### src/hdl/isba_pkg.sv
// Package: sizes, constants and payload types of the IMU static bias averager.
package isba_pkg;

   // Sample and mean formats
   localparam int SAMPLE_BITS   = 16;
   localparam int FRACTION_BITS = 8;
   localparam int MEAN_BITS     = 24;
   localparam int COUNT_BITS    = 17;
   localparam int TARGET_BITS   = 16;
   localparam int AXES          = 6;
   localparam int AXIS_BITS     = $clog2(AXES);

   // Internal arithmetic widths
   localparam int FIX_BITS  = SAMPLE_BITS + FRACTION_BITS;
   localparam int WIDE_BITS = ((FIX_BITS > MEAN_BITS) ? FIX_BITS : MEAN_BITS) + 1;
   localparam int DIV_BITS  = WIDE_BITS - 1;
   localparam int STEP_BITS = $clog2(DIV_BITS + 1);
   localparam int SUM_BITS  = WIDE_BITS + 1;

   localparam logic [COUNT_BITS-1:0] COUNT_MAX = {COUNT_BITS{1'b1}};
   localparam logic [COUNT_BITS-1:0] COUNT_ONE = COUNT_BITS'(1);

   // Configuration register indexes
   localparam int CSR_INDEX_BITS = 1;
   localparam int CSR_DATA_BITS  = TARGET_BITS;
   localparam logic [CSR_INDEX_BITS-1:0] CSR_SENSOR_ENABLE      = 1'b0;
   localparam logic [CSR_INDEX_BITS-1:0] CSR_INIT_SAMPLE_TARGET = 1'b1;

   localparam logic [TARGET_BITS-1:0] TARGET_RESET = TARGET_BITS'(100);

   typedef struct packed {
      logic signed [SAMPLE_BITS-1:0] acc_x;
      logic signed [SAMPLE_BITS-1:0] acc_y;
      logic signed [SAMPLE_BITS-1:0] acc_z;
      logic signed [SAMPLE_BITS-1:0] gyr_x;
      logic signed [SAMPLE_BITS-1:0] gyr_y;
      logic signed [SAMPLE_BITS-1:0] gyr_z;
      logic                          group_last;
   } req_type;

   typedef struct packed {
      logic signed [MEAN_BITS-1:0] mean_acc_x;
      logic signed [MEAN_BITS-1:0] mean_acc_y;
      logic signed [MEAN_BITS-1:0] mean_acc_z;
      logic signed [MEAN_BITS-1:0] mean_gyr_x;
      logic signed [MEAN_BITS-1:0] mean_gyr_y;
      logic signed [MEAN_BITS-1:0] mean_gyr_z;
      logic [COUNT_BITS-1:0]       samples_taken;
      logic                        init_done;
   } rsp_type;

endpackage

### src/hdl/imu_static_bias_averager.sv
// IMU static bias averager: six-axis cumulative mean with one shared serial divider.
// An averaged request is taken in idle, then per axis passes a load state, DIV_BITS
// restoring divide steps and an update state, and ends in the finish state; a disabled
// or finished request goes from idle straight to finish. One request is in work at a time;
// the response register lets the next request enter while a response waits.
// Reset (synchronous, active high) clears means, sets count to 1, enables averaging.
module imu_static_bias_averager (
   input  logic                                  clock,
   input  logic                                  reset,
   input  logic                                  req_valid,
   output logic                                  req_ready,
   input  isba_pkg::req_type                     req_data,
   output logic                                  rsp_valid,
   input  logic                                  rsp_ready,
   output isba_pkg::rsp_type                     rsp_data,
   input  logic                                  csr_write_en,
   input  logic [isba_pkg::CSR_INDEX_BITS-1:0]   csr_index,
   input  logic [isba_pkg::CSR_DATA_BITS-1:0]    csr_wdata
);

   localparam logic [2:0] ST_IDLE = 3'd0;
   localparam logic [2:0] ST_LOAD = 3'd1;
   localparam logic [2:0] ST_DIV  = 3'd2;
   localparam logic [2:0] ST_UPD  = 3'd3;
   localparam logic [2:0] ST_FIN  = 3'd4;

   localparam int MB = isba_pkg::MEAN_BITS;
   localparam int CB = isba_pkg::COUNT_BITS;
   localparam int WB = isba_pkg::WIDE_BITS;
   localparam int DB = isba_pkg::DIV_BITS;
   localparam int SB = isba_pkg::SUM_BITS;
   localparam logic [isba_pkg::AXIS_BITS-1:0] AXIS_LAST =
      isba_pkg::AXIS_BITS'(isba_pkg::AXES - 1);
   localparam logic [isba_pkg::STEP_BITS-1:0] STEP_LAST =
      isba_pkg::STEP_BITS'(DB - 1);
   localparam logic [CB-1:0] COUNT_ONE = isba_pkg::COUNT_ONE;

   // Saturate a wide value into the mean range
   function automatic logic signed [MB-1:0] sat_mean(input logic signed [SB-1:0] v);
      logic signed [SB-1:0] hi;
      logic signed [SB-1:0] lo;
      hi = SB'($signed({1'b0, {(MB-1){1'b1}}}));
      lo = SB'($signed({1'b1, {(MB-1){1'b0}}}));
      if (v > hi) begin
         sat_mean = hi[MB-1:0];
      end else if (v < lo) begin
         sat_mean = lo[MB-1:0];
      end else begin
         sat_mean = v[MB-1:0];
      end
   endfunction

   // State registers
   logic [2:0]                          state_ff, state_in;
   logic signed [MB-1:0]                means_ff [isba_pkg::AXES];
   logic signed [MB-1:0]                means_in [isba_pkg::AXES];
   logic [CB-1:0]                       count_ff, count_in;
   logic                                pending_ff, pending_in;
   logic                                finished_ff, finished_in;
   logic                                first_ff, first_in;
   logic                                enable_ff, enable_in;
   logic [isba_pkg::TARGET_BITS-1:0]    target_ff, target_in;
   isba_pkg::req_type                   req_ff, req_in;
   logic [isba_pkg::AXIS_BITS-1:0]      axis_ff, axis_in;
   logic [isba_pkg::STEP_BITS-1:0]      step_ff, step_in;
   logic [CB-1:0]                       rem_ff, rem_in;
   logic [DB-1:0]                       quo_ff, quo_in;
   logic                                neg_ff, neg_in;
   logic                                rsp_valid_ff, rsp_valid_in;
   isba_pkg::rsp_type                   rsp_ff, rsp_in;

   // Datapath signals
   logic signed [isba_pkg::SAMPLE_BITS-1:0] samples [isba_pkg::AXES];
   logic signed [WB-1:0]                sample_fix;
   logic signed [MB-1:0]                mean_cur;
   logic signed [MB-1:0]                mean_eff;
   logic signed [WB-1:0]                diff;
   logic [CB:0]                         shifted;
   logic [CB+1:0]                       trial;
   logic signed [WB-1:0]                quo_signed;
   logic signed [SB-1:0]                sum;
   logic [CB-1:0]                       count_next;
   logic                                req_fire;
   logic                                out_free;

   assign samples[0] = req_ff.acc_x;
   assign samples[1] = req_ff.acc_y;
   assign samples[2] = req_ff.acc_z;
   assign samples[3] = req_ff.gyr_x;
   assign samples[4] = req_ff.gyr_y;
   assign samples[5] = req_ff.gyr_z;

   assign req_ready = (state_ff == ST_IDLE);
   assign req_fire  = req_valid & req_ready;
   assign out_free  = ~rsp_valid_ff | rsp_ready;
   assign rsp_valid = rsp_valid_ff;
   assign rsp_data  = rsp_ff;

   // Shared arithmetic: fixed-point sample, difference, one divide step, update sum
   assign sample_fix = WB'(samples[axis_ff]) <<< isba_pkg::FRACTION_BITS;
   assign mean_cur   = means_ff[axis_ff];
   assign mean_eff   = first_ff ? sat_mean(SB'(sample_fix)) : mean_cur;
   assign diff       = sample_fix - WB'(mean_eff);
   assign shifted    = {rem_ff, quo_ff[DB-1]};
   assign trial      = {1'b0, shifted} - {2'b00, count_ff};
   assign quo_signed = neg_ff ? -$signed({1'b0, quo_ff}) : $signed({1'b0, quo_ff});
   assign sum        = SB'(mean_cur) + SB'(quo_signed);
   assign count_next = (count_ff == isba_pkg::COUNT_MAX) ? count_ff : count_ff + COUNT_ONE;

   always_comb begin
      state_in     = state_ff;
      means_in     = means_ff;
      count_in     = count_ff;
      pending_in   = pending_ff;
      finished_in  = finished_ff;
      first_in     = first_ff;
      enable_in    = enable_ff;
      target_in    = target_ff;
      req_in       = req_ff;
      axis_in      = axis_ff;
      step_in      = step_ff;
      rem_in       = rem_ff;
      quo_in       = quo_ff;
      neg_in       = neg_ff;
      rsp_valid_in = rsp_valid_ff;
      rsp_in       = rsp_ff;

      // Drop the response once taken
      if (rsp_valid_ff && rsp_ready) begin
         rsp_valid_in = 1'b0;
      end

      // Configuration writes
      if (csr_write_en) begin
         case (csr_index)
            isba_pkg::CSR_SENSOR_ENABLE:      enable_in = csr_wdata[0];
            isba_pkg::CSR_INIT_SAMPLE_TARGET: target_in = csr_wdata;
            default: ;
         endcase
      end

      case (state_ff)
         ST_IDLE: begin
            // Take a request; average it only when enabled and not finished
            if (req_fire) begin
               req_in  = req_data;
               axis_in = '0;
               first_in = 1'b0;
               if (enable_ff && !finished_ff) begin
                  if (pending_ff) begin
                     count_in   = COUNT_ONE;
                     pending_in = 1'b0;
                     first_in   = 1'b1;
                  end
                  state_in = ST_LOAD;
               end else begin
                  state_in = ST_FIN;
               end
            end
         end
         ST_LOAD: begin
            // Form the difference magnitude for the current axis
            means_in[axis_ff] = mean_eff;
            neg_in  = diff[WB-1];
            quo_in  = diff[WB-1] ? DB'(-diff) : DB'(diff);
            rem_in  = '0;
            step_in = '0;
            state_in = ST_DIV;
         end
         ST_DIV: begin
            // One restoring divide step per cycle
            if (!trial[CB+1]) begin
               rem_in = trial[CB-1:0];
               quo_in = {quo_ff[DB-2:0], 1'b1};
            end else begin
               rem_in = shifted[CB-1:0];
               quo_in = {quo_ff[DB-2:0], 1'b0};
            end
            step_in = step_ff + 1'b1;
            if (step_ff == STEP_LAST) begin
               state_in = ST_UPD;
            end
         end
         ST_UPD: begin
            // Apply the quotient, then advance the axis or close the sample
            means_in[axis_ff] = sat_mean(sum);
            if (axis_ff == AXIS_LAST) begin
               count_in = count_next;
               if (req_ff.group_last && (count_next > CB'(target_ff))) begin
                  finished_in = 1'b1;
               end
               state_in = ST_FIN;
            end else begin
               axis_in  = axis_ff + 1'b1;
               state_in = ST_LOAD;
            end
         end
         ST_FIN: begin
            // Hold until the response register is free, then load it
            if (out_free) begin
               rsp_in.mean_acc_x    = means_ff[0];
               rsp_in.mean_acc_y    = means_ff[1];
               rsp_in.mean_acc_z    = means_ff[2];
               rsp_in.mean_gyr_x    = means_ff[3];
               rsp_in.mean_gyr_y    = means_ff[4];
               rsp_in.mean_gyr_z    = means_ff[5];
               rsp_in.samples_taken = count_ff;
               rsp_in.init_done     = finished_ff;
               rsp_valid_in = 1'b1;
               state_in     = ST_IDLE;
            end
         end
         default: begin
            state_in = ST_IDLE;
         end
      endcase
   end

   // Control registers
   always_ff @(posedge clock) begin
      if (reset) begin
         state_ff     <= ST_IDLE;
         means_ff     <= '{default: '0};
         count_ff     <= COUNT_ONE;
         pending_ff   <= 1'b1;
         finished_ff  <= 1'b0;
         first_ff     <= 1'b0;
         enable_ff    <= 1'b1;
         target_ff    <= isba_pkg::TARGET_RESET;
         rsp_valid_ff <= 1'b0;
      end else begin
         state_ff     <= state_in;
         means_ff     <= means_in;
         count_ff     <= count_in;
         pending_ff   <= pending_in;
         finished_ff  <= finished_in;
         first_ff     <= first_in;
         enable_ff    <= enable_in;
         target_ff    <= target_in;
         rsp_valid_ff <= rsp_valid_in;
      end
   end

   // Payload and divider registers
   always_ff @(posedge clock) begin
      req_ff  <= req_in;
      axis_ff <= axis_in;
      step_ff <= step_in;
      rem_ff  <= rem_in;
      quo_ff  <= quo_in;
      neg_ff  <= neg_in;
      rsp_ff  <= rsp_in;
   end

endmodule

### config.mk
export PLATFORM = sky130hd
export DESIGN_NAME = imu_static_bias_averager
export DESIGN_NICKNAME = d
export VERILOG_FILES = /design/src/hdl/isba_pkg.sv /design/src/hdl/imu_static_bias_averager.sv
export SDC_FILE = /design/constraint.sdc
export NUM_CORES = 1
export LEC_CHECK = 0
export ABC_AREA = 0
export BUFFER_PORTS_ARGS = -buffer_cell sky130_fd_sc_hd__buf_2
export CORE_AREA = 3 3 209 211
export DETAILED_ROUTE_END_ITERATION = 12
export DIE_AREA = 0 0 212 214
export PLACE_DENSITY = 0.83
export SYNTH_ARGS = -nofsm -noshare
export SYNTH_HDL_FRONTEND = slang
export SYNTH_SLANG_ARGS = --single-unit
### constraint.sdc
create_clock -name clock -period 11.45 [get_ports clock]
set_input_delay 2.29 -clock clock [delete_from_list [all_inputs] [get_ports clock]]
set_output_delay 2.29 -clock clock [all_outputs]
set_load 0.005 [all_outputs]
### Yosys cells after proc, flatten, opt, wreduce, memory -nomap -nowiden

Cells that the tools add are included.

| cells by class | value |
|---|---|
| add/subtract/negate cells | 8 |
| order comparisons | 7 |
| equal/unequal tests | 14 |
| mux-type cells | 44 |
| bitwise logic cells | 5 |
| reductions and logical operators | 18 |

Operators by type and width:

| cell | number |
|---|---|
| bitwise mux 144 bit | 2 |
| case mux 144 bit (2 select lines) | 1 |
| two-way mux 24 bit | 10 |
| two-way mux 17 bit | 6 |
| binary-select mux 24 bit (select 3 bit) | 1 |
| demux 24 bit (select 3 bit) | 1 |
| case mux 17 bit (2 select lines) | 2 |
| binary-select mux 16 bit (select 3 bit) | 1 |
| case mux 24 bit (2 select lines) | 1 |
| two-way mux 16 bit | 2 |
| adder 24 x 25 -> 26 bit | 1 |
| > comparator 26 x 24 -> 1 bit (second input constant) | 1 |
| < comparator 26 x 24 -> 1 bit (second input constant) | 1 |
| two-way mux 25 bit | 1 |
| negation 24 -> 25 bit | 1 |
| subtractor 24 x 24 -> 25 bit | 1 |
| > comparator 24 bit (second input constant) | 1 |
| < comparator 24 bit (second input constant) | 1 |
| negation 24 bit | 1 |
| two-way mux 3 bit | 7 |
| subtractor 18 x 17 -> 19 bit | 1 |
| adder 17 x 1 -> 17 bit (second input constant) | 1 |
| equality test 17 bit (second input constant) | 1 |
| > comparator 17 x 16 -> 1 bit | 1 |
| other kinds (25) | 49 |

| word-level totals | value |
|---|---|
| flip-flop bits (word level) | 494 |
| input port bits | 119 |
| output and inout port bits | 164 |

### Longest topological paths before layout

Gate-level depths: netlist (run 1).

| logic depth | value |
|---|---|
| depth in word-level cells | 12 |
| depth in mapped cells | 24 |
| mapped depth without buffers | 20 |

### Worst setup path before layout (run 1)

OpenSTA, ideal clock, no wires.

| timing | value |
|---|---|
| kind | input to register |
| start point | input port rsp_ready |
| end point | register rsp_ff, in the netlist rsp_data[0], enable pin |
| setup time | 0.686 ns |
| arrival time | 9.081 ns |
| required time | 10.764 ns |
| slack | 1.683 ns |
| stages on the path | 2 |
| path buffers | 0 |
| cell sequence | nor2b_1 -> nor2_1 |

| on the way | value |
|---|---|
| cells in the longest elaborated chain, start to end | 2 |

Ends and longest elaborated chain:

| element | RTL line | RTL |
|---|---|---|
| from (decl) | imu_static_bias_averager.sv:14 | `input logic rsp_ready,` |
| bitwise OR 1 bit | imu_static_bias_averager.sv:95 | `assign out_free = ~rsp_valid_ff \| rsp_ready;` |
| AND reduction 2 bit (no source line) | n/a |  |
| to (signal assigned) | imu_static_bias_averager.sv:252 | `rsp_ff <= rsp_in;` |
| to (decl) | imu_static_bias_averager.sv:70 | `isba_pkg::rsp_type rsp_ff, rsp_in;` |

Every way passes these cells.
A chain may end at the register's enable or synchronous reset.

### Worst setup path in the final report (run 1)

| timing | value |
|---|---|
| start point | register axis_ff[2] (netlist bit) |
| end point | register quo_ff[6], data pin |

| on the way | value |
|---|---|
| cells in the longest elaborated chain, start to end | 11 |
| elaborated cells between the ends (all ways) | 16 |

Ends and longest elaborated chain:

| element | RTL line | RTL |
|---|---|---|
| from (decl) | imu_static_bias_averager.sv:64 | `logic [isba_pkg::AXIS_BITS-1:0] axis_ff, axis_in;` |
| from (signal assigned) | imu_static_bias_averager.sv:247 | `axis_ff <= axis_in;` |
| inverter 3 -> 4 bit (not written as such) * | imu_static_bias_averager.sv:100, imu_static_bias_averager.sv:101 |  |
| binary-select mux 16 bit (select 3 bit) | imu_static_bias_averager.sv:100 | `assign sample_fix = WB'(samples[axis_ff]) <<< isba_pkg::FRACTION_BITS;` |
| two-way mux 16 bit (not written as such) (2 in a row) | imu_static_bias_averager.sv:100 |  |
| > comparator 24 bit or < comparator 24 bit (tied branches) | imu_static_bias_averager.sv:44, imu_static_bias_averager.sv:46 |  |
| two-way mux 24 bit (on tied branches) | imu_static_bias_averager.sv:44, imu_static_bias_averager.sv:46 |  |
| two-way mux 24 bit (on tied branches) | imu_static_bias_averager.sv:102, imu_static_bias_averager.sv:44 |  |
| subtractor 24 x 24 -> 25 bit * | imu_static_bias_averager.sv:103 | `assign diff = sample_fix - WB'(mean_eff);` |
| negation 24 bit or subtractor 24 x 24 -> 25 bit (tied branches) | imu_static_bias_averager.sv:165, imu_static_bias_averager.sv:103 |  |
| two-way mux 24 bit * | imu_static_bias_averager.sv:165 | `quo_in = diff[WB-1] ? DB'(-diff) : DB'(diff);` |
| case mux 24 bit (2 select lines) * | imu_static_bias_averager.sv:142 | `case (state_ff)` |
| via quo_in[6] | imu_static_bias_averager.sv:67 | `logic [DB-1:0] quo_ff, quo_in;` |
| to (signal assigned) | imu_static_bias_averager.sv:250 | `quo_ff <= quo_in;` |
| to (decl) | imu_static_bias_averager.sv:67 |  |

Mark *: on every way through the listed nets, which the timed path passes. The rest lies on a longest branch. The select of a mux whose other input is x is not followed.

==> results.md, run 1 <==
- Outcome: finished clean
- FMAX: 143 MHz
- Max IR drop VDD: 0.000163 V
- Endpoints failing setup: 0
- Slew Viols, Final: 0
- Ant diodes: 0
- Fin Hold WS: 455 ps
- Die H: 214 um
- Worst Tran Pin Value: 1360 ps
- Max incr delay on CP: 1060 ps
- GRT Overall Usage: 0.270
- RSZ-0062 raised after global routing: false
- PortBufs: 282
- XOR/XNOR share of the synthesized area: 0.0379
- Critical Path Sink Type: register
- CORE AREA: 0.0419 sq mm
- Class of the worst hold path: reg -> reg
- CTS H-tree lvls: 2
- Root Driver: clkbuf_16
- Clock sink count: 494
- Drt drc: 0
- Clock-pin slew on the worst setup and hold paths: 60 ps
- Via count: 18.1k
- Async S/R FF share, synth: 0
- Initial antenna violation count: 1
- Final Cycle Share: 0.612
- Final hold violation count: 0
- YS warnings: 0
- Die area: 0.0454 sq mm
- Post-detail-place hpwl: 45600 um
- Slew margin rel.: 0.0950
- Global route overflow: 0
- Vias per cell: 6.29
- Layout cells sized above 1: 0.198
- Clk_skew: 39.8 ps
- Post-synth top area share: 0.401
- # nets final: 2500
- # Post-CTS Setup Buffers: 0
- Worst Path Required: 11770 ps
- Ys flop type: edfxtp_1
- Synth top cells by count: 309 x edfxtp_1, 185 x dfxtp_1, 170 x nand2_1
- CTS resizes: 0
- Die Wd: 212 um
- Critical path type: reg -> reg
- Pwr Density: 220 mW/mm^2
- Clock buffer count from CTS: 48
- DR iter-0 viols: 2171
- Syn Area/Cell: 11.3 sq um
- Adder-cell share of the synthesized area: 0.0450
- Post-synth EDFFs: 309
- Post-synth top area cell: edfxtp_1
- Simple-gate share of the synthesized area: 0.107
- Placed cells: 2788
- Detailed Route WL: 63400 um
- Total Power: 5.87 mW
- Crit path time final: 7010 ps
- Drt pass-1 iters: 8
- CP dominant cell by count: o311ai_0
- Post-synthesis cell count: 2039
- Combinational family with the most area after synthesis: compound AO/OA/AOI/OAI gates
- Vias in the first global route: 17.3k
- Count leader, synth: edfxtp_1
- Arrival time of the worst setup path: 7330 ps
- Crit start category: register
- Filler Cell Count: 3153
- Seq cells post-synth: 494
- Core Rows: 75
- Buffer levels on the longest clock path: 3
- Post-route setup TNS: 0 ps
- Routability Congestion: 0.981
- Final non-filler cell total: 2877
- Seq/Total Area, Yosys: 0.562
- Hold-fix buffer count after cts: 0
- Leakage: 10.3 nW
- Compound-gate portion of the synthesized area: 0.172
- Distinct cells, synth: 81
- First-pass GRT wire length: 96700 um
- Routed Antenna Nets: 0
- Area Overhead vs Synth: 15.4%
- Clk_lat worst skew: 610 ps
- DR WL/cell: 22.0 um
- Area of the mapped netlist: 0.0231 sq mm
- Final instance area: 0.0267 sq mm
- Post-Syn Nets: 2240
- Sequence of cells on the critical path: nand2b_1, nor2_2, buf_4, a22oi_1, nand3_1, mux2i_1, ha_1, o311ai_0, nor3_1, a31o_2, a211oi_1, o311ai_0, o21a_1, clkinv_1, nand4_1, o221ai_1, xor2_1, a21oi_1
- Initial Util: 0.551
- Placement Cell Area: 0.0251 sq mm
- Max-Cap Viols: 0
- IO Pins: 283
- CTS tree: yes
- Mux cell area share after synthesis: 0.0458
- Synth area leaders: edfxtp_1 40%, dfxtp_1 16%, ha_1 4.3%
- CP max stage cell: edfxtp_1
- Largest net degree at the start of global routing: 82
- Crit path max fanout: 29
sequential cells by signal, summed over array words and instances (netlist names), 5 cells and up:
signal	count
quo_ff	24
step_ff	5
rem_ff	17
means_ff	144
count_ff	17
rsp_data	162
req_ff	97
target_ff	16
kinds of logic after synthesis:
kind of cell / after synthesis
flops: 494
compound gates: 587
buf+inv: 178
xor+xnor: 100
simple gates: 509
fa+ha+maj: 82
mux: 89
final timing paths:
path,start,end,slack (ps),cells after the start
worst min register to register,target_ff[4],target_ff[4],460,2
worst max-delay path,axis_ff[2],quo_ff[6],4440,18
worst min-delay path,target_ff[4],target_ff[4],460,2
worst max register to register,axis_ff[2],quo_ff[6],4440,18
metal layers:
layer | up-vias | share of wire | global-route usage
met5 | - | 0.00011 | 0
met4 | 2 | 0.036 | 0.101
met1 | 8671 | 0.40 | 0.364
met3 | 175 | 0.094 | 0.0483
met2 | 1042 | 0.47 | 0.439
li1 | 8207 | - | -
power breakdown:
group          switching, mW  leakage, nW  internal (mW)
Combinational           1.29         5.07          0.762
Clock                  0.691        0.756          0.858
Sequential             0.125         4.46           2.14
per-stage QoR:
stage | utilization | setup slack (ps)
after floorplan | - | 1680
after global placement | 0.599 | 4980
after detailed placement | 0.599 | 4710
after CTS | 0.636 | 4640
after global routing | 0.636 | 3960
final | 0.636 | 4440
area by class of cell:
cell class,instances,area [sq um],share of cell area
clock inverters,21,205,0.00770
flip-flops and latches,494,13000,0.487
repair buffers,313,1640,0.0617
well taps,539,674,0.0253
inverters,75,283,0.0106
clock buffers,68,1350,0.0505
multi-input cells,1367,9520,0.357
critical path, delay by kind of cell, from the launching register on:
kind                     cells  cell delay [ps]
AND/OR/NAND/NOR              5             2280
XOR/XNOR                     1              160
AO/OA/AOI/OAI                8             1780
flip-flops                   1             1060
multiplexers                 1              160
adder cells (fa/ha/maj)      1              390
buffers and inverters        2              850
cells in the final DEF, fill, tap and decap left out, types with 20 or more instances in the layout:
master     netlist  layout
a21o_1          24      24
a21oi_1        148     142
a22o_1         108     108
a22oi_1         53      53
buf_2            5     282
buf_4            2      31
clkbuf_16        0      49
dfxtp_1        185     185
edfxtp_1       309     309
ha_1            80      80
inv_1           74      73
mux2_2          20      20
mux2i_1         57      57
nand2_1        170     170
nand3_1         61      61
nor2_1         117     113
nor2b_1         20      20
o21a_1          21      21
o21ai_0        106     104
xnor2_1         80      80
xor2_1          20      20
No activity file was read; power rests on OpenSTA's default activity.
==> inputs of run 2 (changes only) <==
--- a/config.mk
+++ b/config.mk
@@ -5,11 +5,11 @@
 export SDC_FILE = /design/constraint.sdc
 export NUM_CORES = 1
 export LEC_CHECK = 0
-export ABC_AREA = 0
+export ABC_AREA = 1
 export BUFFER_PORTS_ARGS = -buffer_cell sky130_fd_sc_hd__buf_2
-export CORE_AREA = 3 3 209 211
+export CORE_AREA = 3 3 219 221
 export DETAILED_ROUTE_END_ITERATION = 12
-export DIE_AREA = 0 0 212 214
+export DIE_AREA = 0 0 222 224
 export PLACE_DENSITY = 0.83
 export SYNTH_ARGS = -nofsm -noshare
 export SYNTH_HDL_FRONTEND = slang
==> constraint.sdc (replaced) <==
create_clock -name clock -period 6 [get_ports clock]
set_input_delay 1.2 -clock clock [delete_from_list [all_inputs] [get_ports clock]]
set_output_delay 1.2 -clock clock [all_outputs]
set_load 0.005 [all_outputs]
==> run 2 against run 1 <==
  * Clock-buffer cell count shrank 7
  * Synthesized cell count grew 36%
  * Final area grew 4.6%
  * Worst hold slack lost 22 ps
  * Setup slack lost 4000 ps
  * Wire length grew 7.9%
  * First-iteration DRC count grew 17%
  * Critical path type unchanged
==> results.md, run 2 <==
- Routed Antenna Nets: 0
- Largest net degree at the start of global routing: 106
- Buffer levels on the longest clock path: 3
- Slew Viols, Final: 0
- Distinct cells, synth: 56
- # Post-CTS Setup Buffers: 0
- CORE AREA: 0.0464 sq mm
- Async S/R FF share, synth: 0
- RSZ-0062 raised after global routing: false
- Post-synthesis cell count: 2780
- Post-synth top area share: 0.381
- Post-synth top area cell: edfxtp_1
- Synth area leaders: edfxtp_1 38%, dfxtp_1 15%, nand2_1 12%
- Area Overhead vs Synth: 14.6%
- CTS resizes: 0
- Max IR drop VDD: 0.000292 V
- Vias in the first global route: 19.6k
- DR WL/cell: 18.6 um
- M1 GR Usage: 0.349
- Worst Tran Pin Value: 1110 ps
- Crit path time final: 5560 ps
- Routing usage on met2: 0.437
- Post-route setup TNS: 0 ps
- Fin Hold WS: 433 ps
- Arrival time of the worst setup path: 5880 ps
- Synth top cells by count: 753 x nand2_1, 309 x edfxtp_1, 293 x nor2_1
- Initial Util: 0.525
- Post-detail-place hpwl: 48000 um
- Detailed Route WL: 68400 um
- PortBufs: 282
- Die Wd: 222 um
- Clock sink count: 494
- Critical Path Sink Type: register
- Layout cells sized above 1: 0.146
- FMAX: 180 MHz
- Final hold violation count: 0
- Syn Area/Cell: 8.75 sq um
- CTS H-tree lvls: 2
- Max reg flops: 162
- Class of the worst hold path: reg -> reg
- Vias per cell: 5.70
- # nets final: 3233
- Area of the mapped netlist: 0.0243 sq mm
- Commonest non-fill, non-tap cell in the layout: nand2_1
- IO Pins: 283
- Count leader, synth: nand2_1
- Most frequent cells in the layout: 749 x nand2_1, 309 x edfxtp_1, 287 x nor2_1
- Hold-fix buffer count after cts: 0
- DR iter-0 viols: 2534
- Filler Cell Count: 3793
- Max-Cap Viols: 0
- Clk_lat worst skew: 620 ps
- YS warnings: 0
- Final Cycle Share: 0.927
- GRT Overall Usage: 0.265
- Clock-pin slew on the worst setup and hold paths: 60 ps
- Seq cells post-synth: 494
- Crit start category: register
- Root Driver: clkbuf_16
- Critical path type: reg -> reg
- Max incr delay on CP: 870 ps
- Initial antenna violation count: 3
- CTS tree: yes
- Drt pass-1 iters: 7
- CP dominant cell by count: nand2_1
- Post-Syn Nets: 2981
- GRT met3 Usage: 0.0473
- Routability Congestion: 1.02
- Pwr Density: 455 mW/mm^2
- Die area: 0.0497 sq mm
- Drt drc: 0
- CP delay by family, top: simple AND/OR/NAND/NOR gates
- Slew margin rel.: 0.256
- Via count: 21.0k
- Worst Path Required: 6320 ps
- CP Buf/Inv Count: 5
- Endpoints failing setup: 0
- Global route overflow: 0
- Crit path max fanout: 21
- GRT busiest layer: met2
- Seq/Total Area, Yosys: 0.533
- CP max stage cell: edfxtp_1
- Die H: 224 um
- Clock buffer count from CTS: 50
- Core Rows: 79
- Clk_skew: 42.4 ps
- Outcome: finished clean
- Ys flop type: edfxtp_1
- Sequence of cells on the critical path: inv_2, nor3_4, buf_4, a22oi_1, nand4_1, nand2_1, and2_1, ha_1, nand2_1, nor2_1, inv_1, nor3_1, nand3_2, nand2_1, inv_2, o21ai_2, nand2_1, nand2_2, inv_2, nor2_1, xor2_1, o21ai_1
- Leakage: 11.0 nW
- Total Power: 12.7 mW
- First-pass GRT wire length: 106000 um
- Post-synth EDFFs: 309
==> run 2: layout make-up <==
class                   instances  area (sq um)  area share
multi-input cells            1947         10100       0.361
clock inverters                31           287      0.0103
diodes                          3          7.51    0.000269
flip-flops and latches        494         13000       0.465
well taps                     607           759      0.0272
inverters                     231           870      0.0312
repair buffers                308          1620      0.0581
clock buffers                  61          1310      0.0471
==> run 2: logic make-up after synthesis <==
family	synth area share
buffers and inverters	0.0556
AO/OA/AOI/OAI	0.114
XOR/XNOR	0.0305
adder cells (fa/ha/maj)	0.0428
flip-flops	0.533
AND/OR/NAND/NOR	0.223
multiplexers	0.000411
==> run 2: metal layers <==
layer | vias up | wire length, um
met1 | 9763 | 27100
li1 | 9886 | -
met2 | 1160 | 32200
met4 | 0 | 2680
met3 | 196 | 6380
met5 | - | 0
==> run 2: final timing paths <==
check | slack, ps | from | end | depth (start not counted)
worst max register to register | 440 | axis_ff[1] | quo_ff[15] | 22
worst min register to register | 430 | finished_ff | rsp_data[0] | 0
worst max-delay path | 440 | axis_ff[1] | quo_ff[15] | 22
worst min-delay path | 430 | finished_ff | rsp_data[0] | 0
==> run 2: worst register-to-register path, stage by stage (launching register included) <==
cell and delay [ps]:
edfxtp_1 870, inv_2 220, nor3_4 780, buf_4 410
a22oi_1 110, nand4_1 260, nand2_1 90, and2_1 200
ha_1 370, nand2_1 120, nor2_1 170, inv_1 80
nor3_1 170, nand3_2 100, nand2_1 110, inv_2 40
o21ai_2 160, nand2_1 90, nand2_2 360, inv_2 200
nor2_1 170, xor2_1 160, o21ai_1 80
==> run 2: stage by stage <==
step | cells | instance area [sq um] | util | worst slack (ps)
2_1_floorplan | 2780 | 24300 | - | 79.6
3_3_place_gp | 3587 | 26300 | 0.567 | 612
3_5_place_dp | 3587 | 26300 | 0.567 | 576
4_1_cts | 3679 | 27900 | 0.602 | 549
5_1_grt | 3682 | 27900 | 0.602 | 65.2
6_report | 3682 | 27900 | 0.602 | 435
==> run 2: power by group <==
group          internal (mW)  total [mW]  switching, mW
Sequential              4.19        4.44          0.249
Combinational           1.67        5.21           3.54
Clock                   1.71        3.05           1.35
